`config.mk`:
```
export PLATFORM = sky130hd
export DESIGN_NAME = md5_message_digest_flat
export DESIGN_NICKNAME = d
export VERILOG_FILES = /design/src/rtl/md5_pkg.sv /design/src/rtl/md5_req_if.sv /design/src/rtl/md5_rsp_if.sv /design/src/rtl/md5_message_digest.sv /design/src/rtl/md5_msg_front.sv /design/src/rtl/md5_blk_queue.sv /design/src/rtl/md5_round_engine.sv /design/src/flat_wrapper.sv
export SDC_FILE = /design/constraint.sdc
export NUM_CORES = 2
export LEC_CHECK = 0
export ABC_AREA = 1
export CAP_MARGIN = 20
export CORE_MARGIN = 8
export CORE_UTILIZATION = 35
export CTS_CLUSTER_SIZE = 8
export DETAILED_ROUTE_END_ITERATION = 7
export DONT_BUFFER_PORTS = 1
export MAX_ROUTING_LAYER = met4
export PLACE_DENSITY = 0.63
export REMOVE_ABC_BUFFERS = 1
export SYNTH_ARGS = -nofsm -noshare
export SYNTH_HDL_FRONTEND = slang
export SYNTH_SLANG_ARGS = --single-unit
```
`constraint.sdc`:
```
create_clock -name clock -period 58.1 [get_ports clock]
set_input_delay 11.62 -clock clock [delete_from_list [all_inputs] [get_ports clock]]
set_output_delay 11.62 -clock clock [all_outputs]
set_load 0.005 [all_outputs]
```
`src/rtl/md5_pkg.sv`:
```
// md5_pkg: shared types, constants and round tables of the MD5 digest block.
// No dependencies; the RTL modules and the testbench import it.
package md5_pkg;

   // Initial chaining words, index 0 is word A
   localparam logic [3:0][31:0] MD5_INIT = {32'h10325476, 32'h98badcfe,
                                            32'hefcdab89, 32'h67452301};

   localparam logic [7:0] MD5_PAD_BYTE   = 8'h80;
   localparam logic [5:0] MD5_LAST_POS   = 6'd63;
   localparam logic [5:0] MD5_LEN_POS    = 6'd56;
   localparam logic [5:0] MD5_LAST_ROUND = 6'd63;
   localparam logic [1:0] MD5_LAST_WORD  = 2'd3;
   localparam logic [63:0] MD5_BITS_PER_BYTE = 64'd8;

   // Block queue depth (power of two)
   localparam int MD5_Q_DEPTH = 2;
   localparam int MD5_Q_PTR_W = $clog2(MD5_Q_DEPTH);
   localparam int MD5_Q_CNT_W = $clog2(MD5_Q_DEPTH + 1);

   // One 64-byte block: byte k sits at bits 8k+7..8k, word w at bits 32w+31..32w
   typedef logic [63:0][7:0]  md5_bytes_type;
   typedef logic [15:0][31:0] md5_words_type;

   // One queued block; last_blk closes a message
   typedef struct packed {
      logic          last_blk;
      md5_words_type words;
   } md5_blk_type;

   typedef struct packed {
      logic full;
      logic empty;
   } md5_q_status_type;

   // Additive constant of each round
   function automatic logic [31:0] md5_k(input logic [5:0] r);
      logic [31:0] k;
      begin
         case (r)
            6'd0:  k = 32'hd76aa478;  6'd1:  k = 32'he8c7b756;
            6'd2:  k = 32'h242070db;  6'd3:  k = 32'hc1bdceee;
            6'd4:  k = 32'hf57c0faf;  6'd5:  k = 32'h4787c62a;
            6'd6:  k = 32'ha8304613;  6'd7:  k = 32'hfd469501;
            6'd8:  k = 32'h698098d8;  6'd9:  k = 32'h8b44f7af;
            6'd10: k = 32'hffff5bb1;  6'd11: k = 32'h895cd7be;
            6'd12: k = 32'h6b901122;  6'd13: k = 32'hfd987193;
            6'd14: k = 32'ha679438e;  6'd15: k = 32'h49b40821;
            6'd16: k = 32'hf61e2562;  6'd17: k = 32'hc040b340;
            6'd18: k = 32'h265e5a51;  6'd19: k = 32'he9b6c7aa;
            6'd20: k = 32'hd62f105d;  6'd21: k = 32'h02441453;
            6'd22: k = 32'hd8a1e681;  6'd23: k = 32'he7d3fbc8;
            6'd24: k = 32'h21e1cde6;  6'd25: k = 32'hc33707d6;
            6'd26: k = 32'hf4d50d87;  6'd27: k = 32'h455a14ed;
            6'd28: k = 32'ha9e3e905;  6'd29: k = 32'hfcefa3f8;
            6'd30: k = 32'h676f02d9;  6'd31: k = 32'h8d2a4c8a;
            6'd32: k = 32'hfffa3942;  6'd33: k = 32'h8771f681;
            6'd34: k = 32'h6d9d6122;  6'd35: k = 32'hfde5380c;
            6'd36: k = 32'ha4beea44;  6'd37: k = 32'h4bdecfa9;
            6'd38: k = 32'hf6bb4b60;  6'd39: k = 32'hbebfbc70;
            6'd40: k = 32'h289b7ec6;  6'd41: k = 32'heaa127fa;
            6'd42: k = 32'hd4ef3085;  6'd43: k = 32'h04881d05;
            6'd44: k = 32'hd9d4d039;  6'd45: k = 32'he6db99e5;
            6'd46: k = 32'h1fa27cf8;  6'd47: k = 32'hc4ac5665;
            6'd48: k = 32'hf4292244;  6'd49: k = 32'h432aff97;
            6'd50: k = 32'hab9423a7;  6'd51: k = 32'hfc93a039;
            6'd52: k = 32'h655b59c3;  6'd53: k = 32'h8f0ccc92;
            6'd54: k = 32'hffeff47d;  6'd55: k = 32'h85845dd1;
            6'd56: k = 32'h6fa87e4f;  6'd57: k = 32'hfe2ce6e0;
            6'd58: k = 32'ha3014314;  6'd59: k = 32'h4e0811a1;
            6'd60: k = 32'hf7537e82;  6'd61: k = 32'hbd3af235;
            6'd62: k = 32'h2ad7d2bb;  default: k = 32'heb86d391;
         endcase
         return k;
      end
   endfunction

   // Rotate amount of each round
   function automatic logic [4:0] md5_shift(input logic [5:0] r);
      logic [4:0] s;
      begin
         case ({r[5:4], r[1:0]})
            4'd0:  s = 5'd7;   4'd1:  s = 5'd12;  4'd2:  s = 5'd17;  4'd3:  s = 5'd22;
            4'd4:  s = 5'd5;   4'd5:  s = 5'd9;   4'd6:  s = 5'd14;  4'd7:  s = 5'd20;
            4'd8:  s = 5'd4;   4'd9:  s = 5'd11;  4'd10: s = 5'd16;  4'd11: s = 5'd23;
            4'd12: s = 5'd6;   4'd13: s = 5'd10;  4'd14: s = 5'd15;  default: s = 5'd21;
         endcase
         return s;
      end
   endfunction

   // Message word used by each round
   function automatic logic [3:0] md5_g(input logic [5:0] r);
      logic [3:0] r4;
      logic [3:0] g;
      begin
         r4 = r[3:0];
         case (r[5:4])
            2'd0:    g = r4;
            2'd1:    g = r4 * 4'd5 + 4'd1;
            2'd2:    g = r4 * 4'd3 + 4'd5;
            default: g = r4 * 4'd7;
         endcase
         return g;
      end
   endfunction

   // Round function of each group of sixteen rounds
   function automatic logic [31:0] md5_f(input logic [1:0] grp, input logic [31:0] b,
                                         input logic [31:0] c, input logic [31:0] d);
      logic [31:0] f;
      begin
         case (grp)
            2'd0:    f = (b & c) | (~b & d);
            2'd1:    f = (b & d) | (c & ~d);
            2'd2:    f = b ^ c ^ d;
            default: f = c ^ (b | ~d);
         endcase
         return f;
      end
   endfunction

   function automatic logic [31:0] md5_rotl(input logic [31:0] x, input logic [4:0] s);
      logic [63:0] dbl;
      begin
         dbl = {x, x} << s;
         return dbl[63:32];
      end
   endfunction

endpackage

```
`src/rtl/md5_req_if.sv`:
```
// md5_req_if: message byte channel, valid/ready handshake.
// No dependencies.
interface md5_req_if;
   logic       valid;
   logic       ready;
   logic [7:0] data_byte;
   logic       byte_valid;
   logic       last_byte;

   modport source (output valid, data_byte, byte_valid, last_byte, input ready);
   modport sink   (input valid, data_byte, byte_valid, last_byte, output ready);
endinterface

```
`src/rtl/md5_rsp_if.sv`:
```
// md5_rsp_if: digest word channel, valid/ready handshake.
// No dependencies.
interface md5_rsp_if;
   logic        valid;
   logic        ready;
   logic [31:0] digest_word;
   logic [1:0]  word_index;
   logic        last_word;

   modport source (output valid, digest_word, word_index, last_word, input ready);
   modport sink   (input valid, digest_word, word_index, last_word, output ready);
endinterface

```
`src/rtl/md5_message_digest.sv`:
```
// MD5 message digest, top level: byte front, block queue and round engine.
// Depends on md5_pkg, md5_req_if, md5_rsp_if and the three submodules.
//
// Takes one message byte per word on req_chan (byte_valid marks a real byte,
// last_byte ends the message; a last word without a byte is allowed) and
// returns the 128-bit digest as four words A..D on rsp_chan, low byte first,
// last_word set on D. Bytes are accepted one per cycle while the two-entry
// block queue has room and no padding block is pending. The round engine
// works through each 64-byte block in turn (load, setup, 64 rounds at one per
// cycle, feed-forward add), so sustained throughput is set by that single
// round unit. A message end adds one or two padding blocks and holds the
// byte input while they are queued, and the digest follows as four words
// once the final block is done. Afterwards the block starts a new message
// from the initial chaining values.
module md5_message_digest
   import md5_pkg::*;
(
   input  logic       clock,
   input  logic       reset,
   md5_req_if.sink    req_chan,
   md5_rsp_if.source  rsp_chan
);

   logic             push_valid;
   md5_blk_type      push_entry;
   logic             pop;
   md5_blk_type      pop_entry;
   md5_q_status_type q_status;

   md5_msg_front u_front (
      .clock      (clock),
      .reset      (reset),
      .req_chan   (req_chan),
      .push_valid (push_valid),
      .push_entry (push_entry),
      .q_status   (q_status)
   );

   md5_blk_queue u_queue (
      .clock      (clock),
      .reset      (reset),
      .push_valid (push_valid),
      .push_entry (push_entry),
      .pop        (pop),
      .pop_entry  (pop_entry),
      .q_status   (q_status)
   );

   md5_round_engine u_engine (
      .clock     (clock),
      .reset     (reset),
      .q_status  (q_status),
      .pop_entry (pop_entry),
      .pop       (pop),
      .rsp_chan  (rsp_chan)
   );

endmodule

```
`src/rtl/md5_msg_front.sv`:
```
// md5_msg_front: gathers message bytes into blocks, pads the message end and
// pushes finished blocks into the block queue. Depends on md5_pkg, md5_req_if.
module md5_msg_front
   import md5_pkg::*;
(
   input  logic             clock,
   input  logic             reset,
   md5_req_if.sink          req_chan,
   output logic             push_valid,
   output md5_blk_type      push_entry,
   input  md5_q_status_type q_status
);

   typedef enum logic [1:0] {ST_COLLECT, ST_PAD, ST_LEN} state_type;

   state_type     state_ff, state_in;
   logic [63:0]   bits_ff, bits_in;
   md5_bytes_type block_ff, block_in;

   logic          accept;
   logic [5:0]    pos;
   md5_bytes_type merged;
   md5_bytes_type padded;
   md5_words_type padded_words;
   md5_words_type len_words;

   assign req_chan.ready = (state_ff == ST_COLLECT) && !q_status.full;
   assign accept         = req_chan.valid && req_chan.ready;
   assign pos            = bits_ff[8:3];

   // Block with the incoming byte written at the fill position
   always_comb begin
      merged      = block_ff;
      merged[pos] = req_chan.data_byte;
   end

   // Pad byte after the message, zeros beyond it
   always_comb begin
      for (int k = 0; k < 64; k++) begin
         if (6'(k) < pos) begin
            padded[k] = block_ff[k];
         end else if (6'(k) == pos) begin
            padded[k] = MD5_PAD_BYTE;
         end else begin
            padded[k] = 8'h00;
         end
      end
      padded_words = md5_words_type'(padded);
      len_words    = '0;
      len_words[14] = bits_ff[31:0];
      len_words[15] = bits_ff[63:32];
   end

   // Fill, pad and push control
   always_comb begin
      state_in   = state_ff;
      bits_in    = bits_ff;
      block_in   = block_ff;
      push_valid = 1'b0;
      push_entry = '{last_blk: 1'b0, words: md5_words_type'(merged)};
      unique case (state_ff)
         ST_COLLECT: begin
            if (accept) begin
               if (req_chan.byte_valid) begin
                  block_in = merged;
                  bits_in  = bits_ff + MD5_BITS_PER_BYTE;
                  push_valid = (pos == MD5_LAST_POS);
               end
               if (req_chan.last_byte) begin
                  state_in = ST_PAD;
               end
            end
         end
         ST_PAD: begin
            if (!q_status.full) begin
               push_valid = 1'b1;
               push_entry.words = padded_words;
               if (pos < MD5_LEN_POS) begin
                  push_entry.words[14] = bits_ff[31:0];
                  push_entry.words[15] = bits_ff[63:32];
                  push_entry.last_blk  = 1'b1;
                  bits_in  = '0;
                  state_in = ST_COLLECT;
               end else begin
                  state_in = ST_LEN;
               end
            end
         end
         ST_LEN: begin
            if (!q_status.full) begin
               push_valid = 1'b1;
               push_entry = '{last_blk: 1'b1, words: len_words};
               bits_in    = '0;
               state_in   = ST_COLLECT;
            end
         end
         default: state_in = ST_COLLECT;
      endcase
   end

   always_ff @(posedge clock) begin
      if (reset) begin
         state_ff <= ST_COLLECT;
         bits_ff  <= '0;
      end else begin
         state_ff <= state_in;
         bits_ff  <= bits_in;
      end
   end

   // Block buffer, no reset: every byte is written before it is used
   always_ff @(posedge clock) begin
      block_ff <= block_in;
   end

endmodule

```
`src/rtl/md5_blk_queue.sv`:
```
// md5_blk_queue: short FIFO of whole 64-byte blocks between the byte front
// and the round engine. Depends on md5_pkg.
module md5_blk_queue
   import md5_pkg::*;
(
   input  logic             clock,
   input  logic             reset,
   input  logic             push_valid,
   input  md5_blk_type      push_entry,
   input  logic             pop,
   output md5_blk_type      pop_entry,
   output md5_q_status_type q_status
);

   md5_blk_type            mem_ff [MD5_Q_DEPTH];
   logic [MD5_Q_PTR_W-1:0] wr_ptr_ff, wr_ptr_in;
   logic [MD5_Q_PTR_W-1:0] rd_ptr_ff, rd_ptr_in;
   logic [MD5_Q_CNT_W-1:0] count_ff, count_in;

   assign q_status.full  = (count_ff == MD5_Q_CNT_W'(MD5_Q_DEPTH));
   assign q_status.empty = (count_ff == '0);
   assign pop_entry      = mem_ff[rd_ptr_ff];

   // Pointer and fill count update
   always_comb begin
      wr_ptr_in = wr_ptr_ff;
      rd_ptr_in = rd_ptr_ff;
      count_in  = count_ff;
      if (push_valid) begin
         wr_ptr_in = wr_ptr_ff + 1'b1;
      end
      if (pop) begin
         rd_ptr_in = rd_ptr_ff + 1'b1;
      end
      case ({push_valid, pop})
         2'b10:   count_in = count_ff + 1'b1;
         2'b01:   count_in = count_ff - 1'b1;
         default: count_in = count_ff;
      endcase
   end

   always_ff @(posedge clock) begin
      if (reset) begin
         wr_ptr_ff <= '0;
         rd_ptr_ff <= '0;
         count_ff  <= '0;
      end else begin
         wr_ptr_ff <= wr_ptr_in;
         rd_ptr_ff <= rd_ptr_in;
         count_ff  <= count_in;
      end
   end

   // Entry storage
   always_ff @(posedge clock) begin
      if (push_valid) begin
         mem_ff[wr_ptr_ff] <= push_entry;
      end
   end

   a_no_overflow: assert property (@(posedge clock) disable iff (reset)
      !(push_valid && q_status.full && !pop))
      else $error("block pushed into full queue");

   a_no_underflow: assert property (@(posedge clock) disable iff (reset)
      !(pop && q_status.empty))
      else $error("block popped from empty queue");

   a_count_bound: assert property (@(posedge clock) disable iff (reset)
      count_ff <= MD5_Q_CNT_W'(MD5_Q_DEPTH))
      else $error("queue fill count beyond depth");

endmodule

```
`src/rtl/md5_round_engine.sv`:
```
// md5_round_engine: runs the 64 MD5 rounds of each queued block, one round a
// cycle, keeps the chaining words and sends the digest. Depends on md5_pkg,
// md5_rsp_if.
module md5_round_engine
   import md5_pkg::*;
(
   input  logic             clock,
   input  logic             reset,
   input  md5_q_status_type q_status,
   input  md5_blk_type      pop_entry,
   output logic             pop,
   md5_rsp_if.source        rsp_chan
);

   typedef enum logic [2:0] {ST_IDLE, ST_PREP, ST_ROUND, ST_ADD, ST_EMIT} state_type;

   state_type         state_ff, state_in;
   logic [5:0]        round_ff, round_in;
   logic [31:0]       a_ff, a_in, b_ff, b_in, c_ff, c_in, d_ff, d_in;
   logic [31:0]       pre_ff, pre_in;
   md5_words_type     msg_ff, msg_in;
   logic              last_ff, last_in;
   logic [3:0][31:0]  chain_ff, chain_in;
   logic              rsp_valid_ff, rsp_valid_in;
   logic [31:0]       word_ff, word_in;
   logic [1:0]        idx_ff, idx_in;

   logic              rsp_take;
   logic [5:0]        round_nxt;
   logic [1:0]        idx_nxt;
   logic [31:0]       f_val;
   logic [31:0]       t_val;

   assign rsp_chan.valid       = rsp_valid_ff;
   assign rsp_chan.digest_word = word_ff;
   assign rsp_chan.word_index  = idx_ff;
   assign rsp_chan.last_word   = (idx_ff == MD5_LAST_WORD);
   assign rsp_take             = rsp_valid_ff && rsp_chan.ready;

   assign round_nxt = round_ff + 6'd1;
   assign idx_nxt   = idx_ff + 2'd1;
   assign f_val     = md5_f(round_ff[5:4], b_ff, c_ff, d_ff);
   assign t_val     = f_val + pre_ff;

   // Round sequencer; pre_ff holds a + K + M of the coming round
   always_comb begin
      state_in     = state_ff;
      round_in     = round_ff;
      a_in         = a_ff;
      b_in         = b_ff;
      c_in         = c_ff;
      d_in         = d_ff;
      pre_in       = pre_ff;
      msg_in       = msg_ff;
      last_in      = last_ff;
      chain_in     = chain_ff;
      rsp_valid_in = rsp_valid_ff;
      word_in      = word_ff;
      idx_in       = idx_ff;
      pop          = 1'b0;
      unique case (state_ff)
         ST_IDLE: begin
            if (!q_status.empty) begin
               pop      = 1'b1;
               msg_in   = pop_entry.words;
               last_in  = pop_entry.last_blk;
               a_in     = chain_ff[0];
               b_in     = chain_ff[1];
               c_in     = chain_ff[2];
               d_in     = chain_ff[3];
               state_in = ST_PREP;
            end
         end
         ST_PREP: begin
            pre_in   = a_ff + md5_k(6'd0) + msg_ff[0];
            round_in = '0;
            state_in = ST_ROUND;
         end
         ST_ROUND: begin
            a_in     = d_ff;
            b_in     = b_ff + md5_rotl(t_val, md5_shift(round_ff));
            c_in     = b_ff;
            d_in     = c_ff;
            pre_in   = d_ff + md5_k(round_nxt) + msg_ff[md5_g(round_nxt)];
            round_in = round_nxt;
            if (round_ff == MD5_LAST_ROUND) begin
               state_in = ST_ADD;
            end
         end
         ST_ADD: begin
            chain_in[0] = chain_ff[0] + a_ff;
            chain_in[1] = chain_ff[1] + b_ff;
            chain_in[2] = chain_ff[2] + c_ff;
            chain_in[3] = chain_ff[3] + d_ff;
            if (last_ff) begin
               rsp_valid_in = 1'b1;
               word_in      = chain_ff[0] + a_ff;
               idx_in       = '0;
               state_in     = ST_EMIT;
            end else begin
               state_in = ST_IDLE;
            end
         end
         ST_EMIT: begin
            if (rsp_take) begin
               if (idx_ff == MD5_LAST_WORD) begin
                  rsp_valid_in = 1'b0;
                  chain_in     = MD5_INIT;
                  state_in     = ST_IDLE;
               end else begin
                  idx_in  = idx_nxt;
                  word_in = chain_ff[idx_nxt];
               end
            end
         end
         default: state_in = ST_IDLE;
      endcase
   end

   always_ff @(posedge clock) begin
      if (reset) begin
         state_ff     <= ST_IDLE;
         chain_ff     <= MD5_INIT;
         rsp_valid_ff <= 1'b0;
         idx_ff       <= '0;
         round_ff     <= '0;
      end else begin
         state_ff     <= state_in;
         chain_ff     <= chain_in;
         rsp_valid_ff <= rsp_valid_in;
         idx_ff       <= idx_in;
         round_ff     <= round_in;
      end
   end

   // Working variables and payload, no reset
   always_ff @(posedge clock) begin
      a_ff    <= a_in;
      b_ff    <= b_in;
      c_ff    <= c_in;
      d_ff    <= d_in;
      pre_ff  <= pre_in;
      msg_ff  <= msg_in;
      last_ff <= last_in;
      word_ff <= word_in;
   end

   a_rsp_only_emit: assert property (@(posedge clock) disable iff (reset)
      rsp_valid_ff |-> (state_ff == ST_EMIT))
      else $error("digest word shown outside emit");

   a_add_after_rounds: assert property (@(posedge clock) disable iff (reset)
      (state_ff == ST_ADD) |-> ($past(state_ff) == ST_ROUND)
                               && ($past(round_ff) == MD5_LAST_ROUND))
      else $error("feed-forward add without all 64 rounds");

   a_chain_reinit: assert property (@(posedge clock) disable iff (reset)
      (rsp_take && (idx_ff == MD5_LAST_WORD)) |=>
         (chain_ff == MD5_INIT) && (state_ff == ST_IDLE) && !rsp_valid_ff)
      else $error("chaining words not reinitialized after digest");

endmodule

```
`src/flat_wrapper.sv`:
```
// flat-port wrapper written by rule: the top's interface ports become plain ports
module md5_message_digest_flat import md5_pkg::*;
  (clock, reset, req_chan_valid, req_chan_data_byte, req_chan_byte_valid, req_chan_last_byte, req_chan_ready, rsp_chan_valid, rsp_chan_digest_word, rsp_chan_word_index, rsp_chan_last_word, rsp_chan_ready);
  md5_req_if req_chan_i ();
  md5_rsp_if rsp_chan_i ();
  input  logic clock;
  input  logic reset;
  input wire logic [$bits(req_chan_i.valid)-1:0] req_chan_valid;
  input wire logic [$bits(req_chan_i.data_byte)-1:0] req_chan_data_byte;
  input wire logic [$bits(req_chan_i.byte_valid)-1:0] req_chan_byte_valid;
  input wire logic [$bits(req_chan_i.last_byte)-1:0] req_chan_last_byte;
  output wire logic [$bits(req_chan_i.ready)-1:0] req_chan_ready;
  output wire logic [$bits(rsp_chan_i.valid)-1:0] rsp_chan_valid;
  output wire logic [$bits(rsp_chan_i.digest_word)-1:0] rsp_chan_digest_word;
  output wire logic [$bits(rsp_chan_i.word_index)-1:0] rsp_chan_word_index;
  output wire logic [$bits(rsp_chan_i.last_word)-1:0] rsp_chan_last_word;
  input wire logic [$bits(rsp_chan_i.ready)-1:0] rsp_chan_ready;
  assign req_chan_i.valid = req_chan_valid;
  assign req_chan_i.data_byte = req_chan_data_byte;
  assign req_chan_i.byte_valid = req_chan_byte_valid;
  assign req_chan_i.last_byte = req_chan_last_byte;
  assign req_chan_ready = req_chan_i.ready;
  assign rsp_chan_valid = rsp_chan_i.valid;
  assign rsp_chan_digest_word = rsp_chan_i.digest_word;
  assign rsp_chan_word_index = rsp_chan_i.word_index;
  assign rsp_chan_last_word = rsp_chan_i.last_word;
  assign rsp_chan_i.ready = rsp_chan_ready;
  md5_message_digest u_core (.clock(clock), .reset(reset), .req_chan(req_chan_i), .rsp_chan(rsp_chan_i));
endmodule
```
# Word-level counts from Yosys, hierarchy flattened
# Memories as Yosys holds them, arrays and structs flattened. A register that Yosys moved wholly into a read port is not among the register bits.
# Index checks and enable logic that the tools add are counted.
dict set report classes {
  n_shift 1
  addsub 19
  muxes 198
  bitwise 13
  n_eq_ne 91
  magnitude_cmp 69
  multipliers 3
  reduce_logical 26
}
# op count
set ops {}
lappend ops {{$mux 8} 129}
lappend ops {{$mux 513} 2}
lappend ops {{$pmux 513 s2} 1}
lappend ops {{$bwmux 512} 1}
lappend ops {{$pmux 32 s2} 6}
lappend ops {{$mux 32} 10}
lappend ops {{$mux 64} 5}
lappend ops {{$add 32x32->32} 9}
lappend ops {{$mux 128} 2}
lappend ops {{$pmux 128 s2} 1}
lappend ops {{$eq 6x6->1 const A} 32}
lappend ops {{$lt 6x6->1 const A} 32}
lappend ops {{$pmux 64 s3} 1}
lappend ops {{$and 32x32->32} 4}
lappend ops {{$bmux 32 s4} 1}
lappend ops {{$eq 5x6->1 const A} 16}
lappend ops {{$lt 5x6->1 const A} 16}
lappend ops {{$or 32x32->32} 3}
lappend ops {{$pmux 32 s3} 1}
lappend ops {{$xor 32x32->32} 3}
lappend ops {{$mux 65} 1}
lappend ops {{$add 64x4->64 const B} 1}
lappend ops {{$bmux 32 s2} 1}
lappend ops {{$not 32->32} 2}
lappend ops {{55 further kinds} 140}
dict set report word_totals {
  output_inout_bits 37
  ff_bits 914
  elab_cells 506
  input_bits 14
  n_memories 3
  romBits 2128
  ram_bits 1026
}
# memory depth width read_ports rd_clocked_by_memory_dff write_ports line_no
set mem_list {}
lappend mem_list {{(name not given)} 64 32 1 0 0 md5_pkg.sv:40} ;# case (r)
lappend mem_list {u_core.u_queue.mem_ff 2 513 1 1 1 md5_blk_queue.sv:15} ;# md5_blk_type mem_ff [MD5_Q_DEPTH];
lappend mem_list {{(name not given)} 16 5 1 1 0 md5_pkg.sv:82} ;# case ({r[5:4], r[1:0]})

# Logic depth before layout (Yosys ltp)
dict set report depth {
  depth_word 9
  ltp_mapped 41
}

# By module
# From an unflattened synthesis, not the netlist that was laid out.
dict set report unflattened {
  hier_cells 13574
  area_unflattened_um2 129304.0
}
# module cells_per_inst area_each_um2 n_inst seq_area_each_um2
set modules_own_cells {}
lappend modules_own_cells {md5_round_engine 7162 56555.5 1 24073.1}
lappend modules_own_cells {md5_blk_queue 1629 37428.4 1 30909.6}
lappend modules_own_cells {md5_msg_front 4783 35320.1 1 16636.0}

# Least setup slack after synthesis
# No wires, ideal clock.
dict set report synth_timing {
  path_kind {input to register}
  start {in req_chan_valid}
  end {mem u_core.u_queue.mem_ff[1][0] in the netlist's numbering, enable pin}
  path_slack_ps 1572
  setup_time_ps 1404
  arrival_ps 55124
  cell_stages 6
  required_time_ps 56696
  path_cell_list {nand3_1 > nor2_1 > nand2_1 > a21oi_1 > inv_1 > nor2_1}
}
dict set report synth_via {
  elab_chain_cells 5
}
# item line_no
set synth_lines {}
lappend synth_lines {{start: declaration} flat_wrapper.sv:8} ;# input wire logic [$bits(req_chan_i.valid)-1:0] req_chan_valid;
lappend synth_lines {{$logic_and 1x1->1} md5_msg_front.sv:28} ;# assign accept = req_chan.valid && req_chan.ready;
lappend synth_lines {{$mux 1} md5_msg_front.sv:63} ;# if (accept) begin
lappend synth_lines {{$pmux 1 s2} md5_msg_front.sv:61} ;# unique case (state_ff)
lappend synth_lines {{$mux 1} md5_blk_queue.sv:56} ;# if (push_valid) begin
lappend synth_lines {{$mux 1 (not written as such)} md5_blk_queue.sv:57} ;# mem_ff[wr_ptr_ff] <= push_entry;
lappend synth_lines {{end: declaration} md5_blk_queue.sv:15}
# Every way passes these cells.

# Worst setup path in the final report
dict set report layout_timing {
  start {in req_chan_valid}
  end {mem u_core.u_queue.mem_ff[1][509] in the netlist's numbering, enable pin}
}
# Same word-level chain as after synthesis.

==> summary.md <==
| Metric | Value |
|---|---|
| Fin Clk Skew | 0.0929 ns |
| Min Tclk post-route | 15.70 ns |
| Area occupied by multi-input gates | ~48000 µm² |
| Fin cells | 18752 |
| Area overhead of the layout relative to synthesis | 11.6% |
| Die span in y | ~620 µm |
| Peak Freq | 63.7 MHz |
| Synthesis warning total | 0 |
| Max clock buf depth | 4 |
| Final HPWL DP | roughly 280000 µm |
| Initial drt markers | around 12000 |
| GRT Util Overall | 22.4% |
| DP Area | between 100000 and 150000 µm² |
| Setup Viol. Count Final | 0 |
| Die ar. | around 380000 µm² |
| FILL cells | 35698 |
| DRT Pass-1 Iters | 8 |
| Status | finished with violations |
| Critical Path RT | 58.64 ns |
| Routability Congestion | 0.976 |
| Failing checks | design-rule violations |
| Final hold violations | 0 |
| Starting density of the core | between 30% and 40% |
| Fin crit share | between 20% and 30% |
| Critical path capture point type | flop |
| Final WS setup | 42.40 ns |
| Measured slew at the worst slew-check pin | 1.22 ns |
| Mapped Cells | approximately 14000 |
| Synth Register Bits | roughly 2500 |
| Post-route cell area | roughly 140000 µm² |
| Final wirelength | 434000 µm |
| Post-synth ARST share | 0% |
| Seq/Total Area, Yosys | 56.5% |
| RSZ-0062 raised after global routing | no |
| DR vias | 102871 |
| Average size of a mapped cell | 9.04 µm² |
| Slew headroom | 18.5% |
| Routed length per instance | 23.2 µm |
| Number of synthesized flops with an enable pin | 2243 |
| VDD IR max | 71.9 µV |
| Clock-pin transition on the worst setup and hold timing paths | 0.05 ns |
| Pin count of the biggest net entering global routing | 169 |
| Mapped cell area | 127000 µm² |
| Pre-CTS setup slack | ~42 ns |
| Overflow left after global routing | 0 |
| Layout cell share with drive strength beyond 1 | 5.03% |
| Reg area | 71600 µm² |
| Max Slew Vio Count | 0 |
| CP Launch Type | input port |
| Pleak | between 50 and 60 nW |
| Cts bufs inserted | 349 |
| Most frequent cells in the layout | 4078 x nand2_1, 2243 x edfxtp_1, 1357 x o21ai_0 |
| Die Wd | around 620 µm |
| CP max FO | 65 |
| Setup TNS | 0 ns |
| Yosys cell types | 69 |
| Clk_lat worst skew | between 0.9 and 1 ns |
| IO Count | 51 |
| CTS tree | built |
| CTS Hold Bufs | 0 |
| Max cap viols | 0 |
| DP Cell Count | 18262 |
| Vias in the first global route | 95798 |
| Avg Vias per Cell | 5.49 |
| Nets | 14201 |
| ANT nets after route | 0 |
| DRC Markers | 5 |
| Root Driver | clkbuf_16 |
| Min-Delay Path Class | reg -> reg |
| First-pass GRT wire length | approximately 630000 µm |
| Post-CTS setup buffers | 0 |
| H-tree depth | 5 |
| Most common cell after layout, fill and taps aside | nand2_1 |
| Arrival time at the worst endpoint | 16.24 ns |
| Top FF cell, synth | edfxtp_1 |
| Core Rows | 221 |
| Pwr/cell area | ~67 nW/µm² |
| Initial antenna violation count | 8 |
| Clock tree sinks | 2455 |
| Placeable Area | about 360000 µm² |
| IO buf count | 0 |
| Crit Path Category | in -> reg |
| Post-CTS Resized | 0 |
report_power, final:
part	total [mW]	internal [mW]	leakage (nW)	switching, mW
combinational	4.42	1.27	27.8	3.15
clock	1.87	1.10	4.73	0.771
sequential	3.21	2.94	22.6	0.271
metrics by stage:
step                      utilization [%]  hold slack (ns)  power, mW
after global placement               36.4            0.450       7.54
after floorplan                         -            0.426       6.60
final                                39.1            0.425       9.51
after global routing                 39.1            0.474       10.1
after CTS                            39.1            0.414       9.48
after detailed placement             36.4            0.453       7.59
Yosys cell counts (178+ instances only):
cell type  count  area share, %
clkbuf_1     573            1.7
edfxtp_1    2243             53
nand2_1     4081             12
dfxtp_1      212            3.4
ha_1         323            3.2
o21ai_0     1358            5.4
nor2_1       849            2.5
o211ai_1     179            1.1
inv_1       1055            3.1
nand3_1      571            2.3
a22oi_1      178            1.1
a21oi_1     1281            5.1
cell type report:
| cell class | count | share of cell area, % |
|---|---|---|
| Sequential cell | 2455 | 50.7 |
| Multi-Input combinational cell | 9772 | 34.2 |
| Clock buffer | 447 | 6.52 |
| Tap cell | 4794 | 4.24 |
| Inverter | 1080 | 2.90 |
| Timing Repair Buffer | 164 | 1.02 |
| Clock inverter | 33 | 0.413 |
| Antenna cell | 7 | 0.0124 |
state kept, by name, indices dropped and copies added (netlist names), 2 cells and up, named ones only:
signal,flops
u_core.u_queue.mem_ff,1026
u_core.u_engine.chain_ff,128
u_core.u_engine.pre_ff,32
u_core.u_engine.round_ff,6
u_core.u_engine.state_ff,3
u_core.u_engine.rsp_chan.digest_word,32
u_core.u_front.state_ff,2
u_core.u_engine.c_ff,32
u_core.u_engine.msg_ff,512
u_core.u_engine.a_ff,32
u_core.u_front.block_ff,512
u_core.u_queue.count_ff,2
u_core.u_engine.rsp_chan.word_index,2
u_core.u_engine.b_ff,32
u_core.u_engine.d_ff,32
u_core.u_front.bits_ff,61
final timing paths:
kind | from | to | slack (ns) | depth (start not counted)
setup reg to reg | u_core.u_engine.round_ff[1] | u_core.u_engine.pre_ff[30] | 47.79 | 28
hold reg to reg | u_core.u_queue.mem_ff[1][235] | u_core.u_engine.msg_ff[235] | 0.42 | 2
hold / removal | u_core.u_queue.mem_ff[1][235] | u_core.u_engine.msg_ff[235] | 0.42 | 2
setup / recovery | req_chan_valid | u_core.u_queue.mem_ff[1][509] | 42.40 | 10
cells by family (layout without fill, tap and decap cells):
group / after synthesis / in the layout / share of synthesized area, %
AO/OA/AOI/OAI: 3431 / 3431 / 14.9
XOR/XNOR: 87 / 87 / 0.617
adder cells (fa/ha/maj): 365 / 365 / 3.86
buffers and inverters: 1782 / 1724 / 5.40
flip-flops: 2455 / 2455 / 56.5
multiplexers: 1 / 1 / 0.00791
other: 0 / 7 / 0
AND/OR/NAND/NOR: 5888 / 5888 / 18.7
critical path, stage by stage:
cell and delay [ns]:
nand3_1 0.13, nor2_4 0.24, nand2_1 0.10, a21oi_1 0.37, inv_1 0.22, nor2_4 0.13
buf_4 0.62, buf_4 0.72, buf_4 0.86, buf_4 0.86
metal layers:
| layer | share of wire, % | global-route usage [%] | up-vias |
|---|---|---|---|
| met5 | 0 | - | - |
| met4 | 4.4 | 8.49 | 0 |
| met3 | 8.2 | 3.01 | 913 |
| met2 | 47 | 35.8 | 4892 |
| met1 | 41 | 29.0 | 49032 |
| li1 | - | - | 48034 |
Power figures use the tool's default switching activity.
